## src/rtl/gic_pkg.sv

```systemverilog
// Package for the greedy implicant cover unit.
// Holds the sizes, command codes, sequencer states and the popcount helper.
// Depends on nothing; every other file in rtl/ imports it.
package gic_pkg;

  // Number of function variables and the minterm space they span.
  localparam int NumVars    = 6;
  localparam int MaskW      = 64;
  localparam int Span       = 1 << NumVars;
  localparam logic [MaskW-1:0] MintermSpace =
      (Span >= MaskW) ? {MaskW{1'b1}} : ((64'd1 << Span) - 64'd1);

  // Prime table geometry.
  localparam int MaxPrimes  = 32;
  localparam int IdxW       = (MaxPrimes > 1) ? $clog2(MaxPrimes) : 1;
  localparam int CntW       = $clog2(MaxPrimes + 1);

  // Result cap per run and the width of the result counter.
  localparam int ResultCap  = 32;
  localparam int ResW       = $clog2(ResultCap + 1);

  // Output index field width and popcount width.
  localparam int OutIdxW    = 5;
  localparam int PopW       = $clog2(MaskW + 1);

  typedef logic [MaskW-1:0] mask_t;

  // Command codes carried by func.
  typedef enum logic [1:0] {
    FUNC_LOAD  = 2'd0,
    FUNC_RUN   = 2'd1,
    FUNC_CLEAR = 2'd2,
    FUNC_NONE  = 2'd3
  } func_e;

  // Sequencer states.
  typedef enum logic [1:0] {
    ST_IDLE   = 2'd0,
    ST_SCAN   = 2'd1,
    ST_DECIDE = 2'd2,
    ST_FLUSH  = 2'd3
  } state_e;

  // Population count: eight independent byte counts, then their sum.
  function automatic logic [PopW-1:0] popcount(input mask_t v);
    logic [3:0]      byte_cnt [MaskW/8];
    logic [PopW-1:0] total;
    total = '0;
    for (int b = 0; b < MaskW / 8; b++) begin
      byte_cnt[b] = '0;
      for (int k = 0; k < 8; k++) begin
        byte_cnt[b] = byte_cnt[b] + {3'd0, v[b*8+k]};
      end
    end
    for (int b = 0; b < MaskW / 8; b++) begin
      total = total + PopW'(byte_cnt[b]);
    end
    return total;
  endfunction

endpackage

```

## src/rtl/gic_cover_ram.sv

```systemverilog
// Cover mask memory of the greedy implicant cover unit.
// One write port and one registered read port; depends on gic_pkg.
module gic_cover_ram (
  input  logic                 clk_i,
  input  logic                 we_i,
  input  logic [gic_pkg::IdxW-1:0] waddr_i,
  input  gic_pkg::mask_t       wdata_i,
  input  logic [gic_pkg::IdxW-1:0] raddr_i,
  output gic_pkg::mask_t       rdata_o
);
  import gic_pkg::*;

  mask_t mem_q [MaxPrimes];
  mask_t rdata_q;

  // Write port.
  always_ff @(posedge clk_i) begin
    if (we_i) begin
      mem_q[waddr_i] <= wdata_i;
    end
  end

  // Registered read port.
  always_ff @(posedge clk_i) begin
    rdata_q <= mem_q[raddr_i];
  end

  assign rdata_o = rdata_q;

endmodule

```

## src/rtl/gic_score.sv

```systemverilog
// Shared scoring unit of the greedy implicant cover unit.
// Counts the uncovered minterms one prime covers and compares against the best
// so far; depends on gic_pkg.
module gic_score (
  input  gic_pkg::mask_t              cover_i,
  input  gic_pkg::mask_t              work_i,
  input  logic                        valid_i,
  input  logic                        chosen_i,
  input  logic [gic_pkg::PopW-1:0]    best_cnt_i,
  output logic [gic_pkg::PopW-1:0]    cnt_o,
  output logic                        better_o
);
  import gic_pkg::*;

  // Score of this prime against the current uncovered set.
  assign cnt_o = popcount(cover_i & work_i);

  // Strictly greater keeps ties on the lowest index.
  assign better_o = valid_i && !chosen_i && (cnt_o > best_cnt_i);

endmodule

```

## src/rtl/greedy_implicant_cover_unit.sv

```systemverilog
// Top level of the greedy implicant cover unit.
// Instantiates gic_cover_ram and gic_score; depends on gic_pkg.

// Load and clear commands complete in the cycle they are taken and keep busy
// low. A run holds busy high while the sequencer repeats greedy steps: each
// step scans the stored primes through the single memory read port and the
// shared popcount/compare unit, one prime per cycle. A run takes one step per
// selection, one more step when it ends below the cap of 32 results, and a
// pass through the flush state when it made any selection. Each result
// transaction is shown for exactly one cycle on result_valid_o and cannot be
// held off; a result is held until the sequencer knows whether it is the last
// one, so results of a run arrive spaced by one scan, but for the last result
// of a run that reaches the cap, which the flush state releases.
module greedy_implicant_cover_unit (
  input  logic                          clk_i,
  input  logic                          rst_ni,
  input  logic                          start,
  output logic                          busy,
  input  logic [1:0]                    func_i,
  input  logic [63:0]                   minterm_mask_i,
  input  logic                          already_chosen_i,
  output logic                          result_valid_o,
  output logic [gic_pkg::OutIdxW-1:0]   prime_index_o,
  output logic                          selected_o,
  output logic [63:0]                   removed_mask_o,
  output logic                          still_uncovered_o,
  output logic                          last_o
);
  import gic_pkg::*;

  state_e              state_q, state_d;
  logic [CntW-1:0]     count_q;
  logic [MaxPrimes-1:0] chosen_q;
  mask_t               work_q, work_d;
  logic [CntW-1:0]     rd_addr_q, rd_addr_d;
  logic                ev_valid_q, ev_valid_d;
  logic [IdxW-1:0]     ev_idx_q;
  logic [PopW-1:0]     best_cnt_q, best_cnt_d;
  logic [IdxW-1:0]     best_idx_q, best_idx_d;
  mask_t               best_mask_q, best_mask_d;
  logic [ResW-1:0]     n_q, n_d;
  logic                pend_q, pend_d;
  logic [IdxW-1:0]     pend_idx_q, pend_idx_d;
  mask_t               pend_mask_q, pend_mask_d;
  logic                set_chosen;

  logic                accept;
  func_e               func;
  logic                load_we;
  mask_t               rdata;
  logic [PopW-1:0]     score_cnt;
  logic                score_better;

  // Result emission signals and output registers.
  logic                emit;
  logic [IdxW-1:0]     emit_idx;
  logic                emit_sel;
  mask_t               emit_mask;
  logic                emit_still;
  logic                emit_last;
  logic                res_valid_q;
  logic [IdxW-1:0]     res_idx_q;
  logic                res_sel_q;
  mask_t               res_mask_q;
  logic                res_still_q;
  logic                res_last_q;

  assign busy    = (state_q != ST_IDLE);
  assign accept  = start && !busy;
  assign func    = func_e'(func_i);
  assign load_we = accept && (func == FUNC_LOAD) && (count_q < CntW'(MaxPrimes));

  gic_cover_ram u_ram (
    .clk_i   (clk_i),
    .we_i    (load_we),
    .waddr_i (count_q[IdxW-1:0]),
    .wdata_i (minterm_mask_i & MintermSpace),
    .raddr_i (rd_addr_q[IdxW-1:0]),
    .rdata_o (rdata)
  );

  gic_score u_score (
    .cover_i    (rdata),
    .work_i     (work_q),
    .valid_i    (ev_valid_q),
    .chosen_i   (chosen_q[ev_idx_q]),
    .best_cnt_i (best_cnt_q),
    .cnt_o      (score_cnt),
    .better_o   (score_better)
  );

  // Sequencer: next state, datapath updates and result emission.
  always_comb begin
    state_d     = state_q;
    work_d      = work_q;
    rd_addr_d   = rd_addr_q;
    ev_valid_d  = 1'b0;
    best_cnt_d  = best_cnt_q;
    best_idx_d  = best_idx_q;
    best_mask_d = best_mask_q;
    n_d         = n_q;
    pend_d      = pend_q;
    pend_idx_d  = pend_idx_q;
    pend_mask_d = pend_mask_q;
    set_chosen  = 1'b0;
    emit        = 1'b0;
    emit_idx    = pend_idx_q;
    emit_sel    = 1'b1;
    emit_mask   = pend_mask_q;
    emit_still  = 1'b0;
    emit_last   = 1'b0;

    case (state_q)
      ST_IDLE: begin
        if (accept && (func == FUNC_RUN)) begin
          work_d     = minterm_mask_i & MintermSpace;
          rd_addr_d  = '0;
          best_cnt_d = '0;
          best_idx_d = '0;
          n_d        = '0;
          pend_d     = 1'b0;
          state_d    = ST_SCAN;
        end
      end

      ST_SCAN: begin
        // Issue one read per cycle; score the previous read.
        if (rd_addr_q < count_q) begin
          ev_valid_d = 1'b1;
          rd_addr_d  = rd_addr_q + CntW'(1);
        end
        if (score_better) begin
          best_cnt_d  = score_cnt;
          best_idx_d  = ev_idx_q;
          best_mask_d = rdata;
        end
        if ((rd_addr_q == count_q) && !ev_valid_q) begin
          state_d = ST_DECIDE;
        end
      end

      ST_DECIDE: begin
        if (best_cnt_q != '0) begin
          // Release the held result; this one becomes the held one.
          emit        = pend_q;
          set_chosen  = 1'b1;
          work_d      = work_q & ~best_mask_q;
          pend_d      = 1'b1;
          pend_idx_d  = best_idx_q;
          pend_mask_d = best_mask_q & work_q;
          n_d         = n_q + ResW'(1);
          if (n_q == ResW'(ResultCap - 1)) begin
            state_d = ST_FLUSH;
          end else begin
            rd_addr_d  = '0;
            best_cnt_d = '0;
            best_idx_d = '0;
            state_d    = ST_SCAN;
          end
        end else if (pend_q) begin
          state_d = ST_FLUSH;
        end else begin
          // No selection was possible in this run.
          emit       = 1'b1;
          emit_idx   = '0;
          emit_sel   = 1'b0;
          emit_mask  = '0;
          emit_still = (work_q != '0);
          emit_last  = 1'b1;
          state_d    = ST_IDLE;
        end
      end

      ST_FLUSH: begin
        emit       = 1'b1;
        emit_still = (work_q != '0);
        emit_last  = 1'b1;
        pend_d     = 1'b0;
        state_d    = ST_IDLE;
      end

      default: begin
        state_d = ST_IDLE;
      end
    endcase
  end

  // Control registers.
  always_ff @(posedge clk_i or negedge rst_ni) begin
    if (!rst_ni) begin
      state_q     <= ST_IDLE;
      count_q     <= '0;
      chosen_q    <= '0;
      work_q      <= '0;
      rd_addr_q   <= '0;
      ev_valid_q  <= 1'b0;
      best_cnt_q  <= '0;
      n_q         <= '0;
      pend_q      <= 1'b0;
      res_valid_q <= 1'b0;
    end else begin
      state_q     <= state_d;
      work_q      <= work_d;
      rd_addr_q   <= rd_addr_d;
      ev_valid_q  <= ev_valid_d;
      best_cnt_q  <= best_cnt_d;
      n_q         <= n_d;
      pend_q      <= pend_d;
      res_valid_q <= emit;
      if (load_we) begin
        count_q                      <= count_q + CntW'(1);
        chosen_q[count_q[IdxW-1:0]]  <= already_chosen_i;
      end else if (accept && (func == FUNC_CLEAR)) begin
        count_q  <= '0;
        chosen_q <= '0;
      end else if (set_chosen) begin
        chosen_q[best_idx_q] <= 1'b1;
      end
    end
  end

  // Payload registers.
  always_ff @(posedge clk_i) begin
    ev_idx_q    <= rd_addr_q[IdxW-1:0];
    best_idx_q  <= best_idx_d;
    best_mask_q <= best_mask_d;
    pend_idx_q  <= pend_idx_d;
    pend_mask_q <= pend_mask_d;
    if (emit) begin
      res_idx_q   <= emit_idx;
      res_sel_q   <= emit_sel;
      res_mask_q  <= emit_mask;
      res_still_q <= emit_still;
      res_last_q  <= emit_last;
    end
  end

  assign result_valid_o    = res_valid_q;
  assign prime_index_o     = OutIdxW'(res_idx_q);
  assign selected_o        = res_sel_q;
  assign removed_mask_o    = res_mask_q;
  assign still_uncovered_o = res_still_q;
  assign last_o            = res_last_q;

endmodule

```

## config.mk

```make
export PLATFORM = sky130hd
export DESIGN_NAME = greedy_implicant_cover_unit
export DESIGN_NICKNAME = d
export VERILOG_FILES = /design/src/rtl/gic_pkg.sv /design/src/rtl/gic_cover_ram.sv /design/src/rtl/gic_score.sv /design/src/rtl/greedy_implicant_cover_unit.sv
export SDC_FILE = /design/constraint.sdc
export NUM_CORES = 2
export LEC_CHECK = 0
export ABC_AREA = 1
export BUFFER_PORTS_ARGS = -buffer_cell sky130_fd_sc_hd__buf_2
export CAP_MARGIN = 5
export CORE_ASPECT_RATIO = 0.75
export CORE_MARGIN = 1
export CORE_UTILIZATION = 45
export DETAILED_ROUTE_END_ITERATION = 6
export PLACE_DENSITY = 0.64
export SETUP_SLACK_MARGIN = 0.1
export SLEW_MARGIN = 20
export SYNTH_ARGS = -nofsm -noshare
export SYNTH_HDL_FRONTEND = slang
export SYNTH_SLANG_ARGS = --single-unit
```

## constraint.sdc

```tcl
create_clock -name clk_i -period 11.5 [get_ports clk_i]
set_clock_uncertainty 0.2 [all_clocks]
set_input_delay 2.3 -clock clk_i [delete_from_list [all_inputs] [get_ports clk_i]]
set_output_delay 2.3 -clock clk_i [all_outputs]
set_load 0.02 [all_outputs]
```

==> impl_metrics.csv <==
group,metric,value,unit
sta,hold_ws,0.230,ns
sta,report.final.setup_viol,0,
clock_tree,cts.sink_count,2453,
synth,synth.top_cells.by_area,"edfxtp_1 69%, o21ai_0 5.9%, nor2_1 4.6%, dfrtp_1 3.2%, nand2_1 2.7%",
synth,synthCells,7676,
route,finalWirelength,294,mm
synth,synth_xor_xnor_area_share,0.134,%
clock_tree,clock_root_buffer,"clkbuf_16",
synth,synth_sequential_area_ratio,73.8,%
floorplan,floorplan.io_pins,144,
worst_setup_path,worstSetupEndpointType,"flip-flop",
synth,simple_gate_share_of_the_synthesized_area,9.03,%
synth,yosys.area_share.adder,1.81,%
synth,synth.yosys.warnings,0,
finish,finalNetCount,7864,
synth,largest_family_of_logic_cells_by_synthesized_area,"compound AO/OA/AOI/OAI gates",
sta,finalHoldViolations,0,
worst_setup_path,path_common_cell,"nand2_1",
clock_tree,cts-buffers-inserted,226,
grt,grt_start_max_net_pins,212,
floorplan,initial_utilization,45.2,%
route,detail_route.vias_per_cell,6.01,
finish,area_growth,10.8,%
synth,synth_largest_type_area_fraction,69.1,%
clock_tree,postCtsSetupBuffers,0,
sta,relSlewSlack,22.0,%
finish,multi_input_comb_area,22400,um^2
outcome,run_status,"completed",
route,detail_route.wl_per_cell,27.3,um
floorplan,rows,148,
grt,global_route.overflow_total,0,
worst_setup_path,crit_path_top_delay_cell,"nor2_4",
clock_tree,cts_max_path_buffers,4,
worst_setup_path,crit_path_max_fanout,26,
grt,antenna_found_initial,33,
sta,finalCriticalPeriod,10.00,ns
route,num_vias,64800,
sta,rsz_0062_raised_after_global_routing,"no",
worst_setup_path,worst_path_largest_cell_delay,0.60,ns
placed_design,place.gp.congestion,0.907,
route,drtPass1Iterations,6,
sta,setup_total_negative_slack,0,ns
clock_tree,post_cts_resized,0,
synth,synth_edf_count,2258,
finish,fillCellCount,18400,
job,max_cap_violations,0,
finish,layout-drive-gt1-share,7.92,%
synth,synth_async_sr_flop_share,5.14,%
synth,postSynth.topFlopCell,"edfxtp_1",
sta,period_utilisation_layout,87.0,%
synth,synth_compound_area_share,11.6,%
synth,post_synth_instance_area,98100,um^2
sta,report.final.slew_viol_count,0,
clock_tree,cts_tree,"done",
route,detail_route.iter0.violations,9798,
sta,timing_worst_slew_pin_value,1.17,ns
clock_tree,hold_buffers,0,
worst_setup_path,critPathLaunchType,"flip-flop",
pwr,pwr_density_cell,272,nW/um^2
floorplan,design.core.area,217000,um^2
hold_path,worst_hold_path_type,"flip-flop to flip-flop",
pwr,cellLeakagePower,37.3,nW
placed_design,place_hpwl,159,mm
route,route.detailed.drc,0,
sta,maxClockFrequency,0.100,GHz
synth,synthesis.nets,7857,
floorplan,die_x,541,um
synth,syn_avg_cell_area,12.8,um^2
worst_setup_path,worstPathArrival,10.31,ns
clock_tree,insertion_delay,0.89,ns
synth,synth_mux_area_share,0,%
floorplan,die-height,406,um
pwr,power.ir.vdd_worst,959,uV
synth,yosys_register_bits,2453,
clock_tree,clk_pin_slew,0.07,ns
grt,grt_pass1_vias,60100,
placed_design,io_buffers,143,
route,drt.antenna.violating_nets,0,
worst_setup_path,cp.required,11.81,ns
finish,regArea,72400,um^2
clock_tree,htree_levels,4,
synth,post-synth-top-area-cell,"edfxtp_1",
grt,grt_use_total,26.2,%
floorplan,die_area,220000,um^2
grt,global_route_wire_length_before_repair,421,mm
worst_setup_path,worst-setup-path-type,"flip-flop to flip-flop",
synth,netlist-cell-type-count,46,
cells in the final DEF, fill, tap and decap left out, types with 4 or more instances in the layout:
cell,count
nand3_1,227
o22a_1,8
a22oi_1,44
o221ai_1,119
dfrtp_4,4
clkbuf_1,55
buf_2,142
buf_4,110
nand4_1,51
xor2_1,9
nand2_1,707
o211a_1,17
nor3_2,18
nor2_1,1180
a31oi_1,15
nor2_4,17
bufinv_16,12
clkinv_1,54
ha_1,60
inv_6,6
inv_1,383
o211ai_1,83
fa_1,51
o22ai_1,330
nor4_1,10
clkbuf_8,12
buf_12,12
diode_2,12
a22o_1,11
dfrtp_1,122
dfxtp_1,69
clkinv_2,33
a21oi_1,136
o21a_1,29
o21ai_0,1162
edfxtp_1,2258
clkbuf_16,228
xnor2_1,6
o21ai_1,26
Yosys cell counts (all sizes together) (9+ instances only):
master and count:
o221ai 119, dfxtp 69, inv 393, nor2 1198, dfrtp 126, o22ai 330, a22o 11, o21ai 1189
edfxtp 2258, o211a 17, nand3 229, o211ai 83, nand4 51, xor2 9, buf 178, o21a 29
a31oi 15, nand2 708, a22oi 44, ha 60, nor4 10, nor3 20, clkbuf 309, a21oi 136
fa 51
layer usage:
layer  GRT usage [%]  share of wire (%)
met2            39.8                 44
met3            4.60                 11
met1            38.7                 42
met4            7.70                3.0
met5               0              0.023
per-stage QoR:
stage / worst slack (ns) / utilization (%) / cell area (um^2) / power [mW] / cells
after floorplan: 0.870 / - / 98100 / 18.2 / 7676
after global placement: 1.59 / 46.9 / 102000 / 22.0 / 10400
after detailed placement: 1.74 / 46.9 / 102000 / 21.5 / 10400
after CTS: 1.66 / 50.1 / 109000 / 28.7 / 10800
after global routing: 1.05 / 50.1 / 109000 / 30.9 / 10800
final: 1.50 / 50.1 / 109000 / 29.6 / 10800
cell families after synthesis:
family / after synthesis
AOI/OAI and AO/OA: 1987
buffers and inverters: 885
adders and majority gates: 111
DFF: 2453
and+or+nand+nor: 2225
xor gates and xnor gates: 15
final cells by class:
type,count,area share [%]
diodes,12,0.0276
clock buffers,295,5.59
clock inverters,107,0.784
inverters,398,1.41
multi-input cells,4338,20.6
flip-flops and latches,2453,66.6
well taps,2925,3.37
repair buffers,266,1.66
final timing paths:
kind | from | to | slack [ns] | cells past startpoint
min in group asynchronous | rst_ni | rd_addr_q[3]$_DFFE_PN0P_ | 1.22 | 1
max | work_q[0]$_DFFE_PN0P_ | best_mask_q[59]$_DFFE_PP_ | 1.50 | 40
min reg2reg | u_ram.rdata_o[43]$_DFF_P_ | best_mask_q[43]$_DFFE_PP_ | 0.23 | 0
max reg2reg | work_q[0]$_DFFE_PN0P_ | best_mask_q[59]$_DFFE_PP_ | 1.50 | 40
min | u_ram.rdata_o[43]$_DFF_P_ | best_mask_q[43]$_DFFE_PP_ | 0.23 | 0
max in group asynchronous | rst_ni | work_q[53]$_DFFE_PN0P_ | 8.59 | 2
power breakdown:
part / leakage [nW] / switching (mW) / internal [mW]
registers: 22.5 / 0.433 / 10.6
clock network: 3.39 / 3.28 / 3.97
logic: 11.3 / 7.50 / 3.77
total: 37.3 / 11.2 / 18.4
flip-flops by register name (all words and copies together) (netlist names), 5 cells and up:
name / flops
best_mask_q: 64
u_ram.rdata_o: 64
n_q: 6
rd_addr_q: 6
chosen_q: 32
removed_mask_o: 64
pend_idx_q: 5
best_idx_q: 5
work_q: 64
count_q: 6
best_cnt_q: 7
u_ram.mem_q: 2048
ev_idx_q: 5
prime_index_o: 5
pend_mask_q: 64
critical path: cells and delay by family, from the launching register on:
kind                       cells  cell delay, ns
AOI/OAI and AO/OA              4            1.20
adders and majority gates     12            4.69
DFF                            1            0.40
xor gates and xnor gates       2            0.36
and+or+nand+nor               13            1.76
buffers and inverters          9            0.96
No activity file was read; power rests on OpenSTA's default activity.
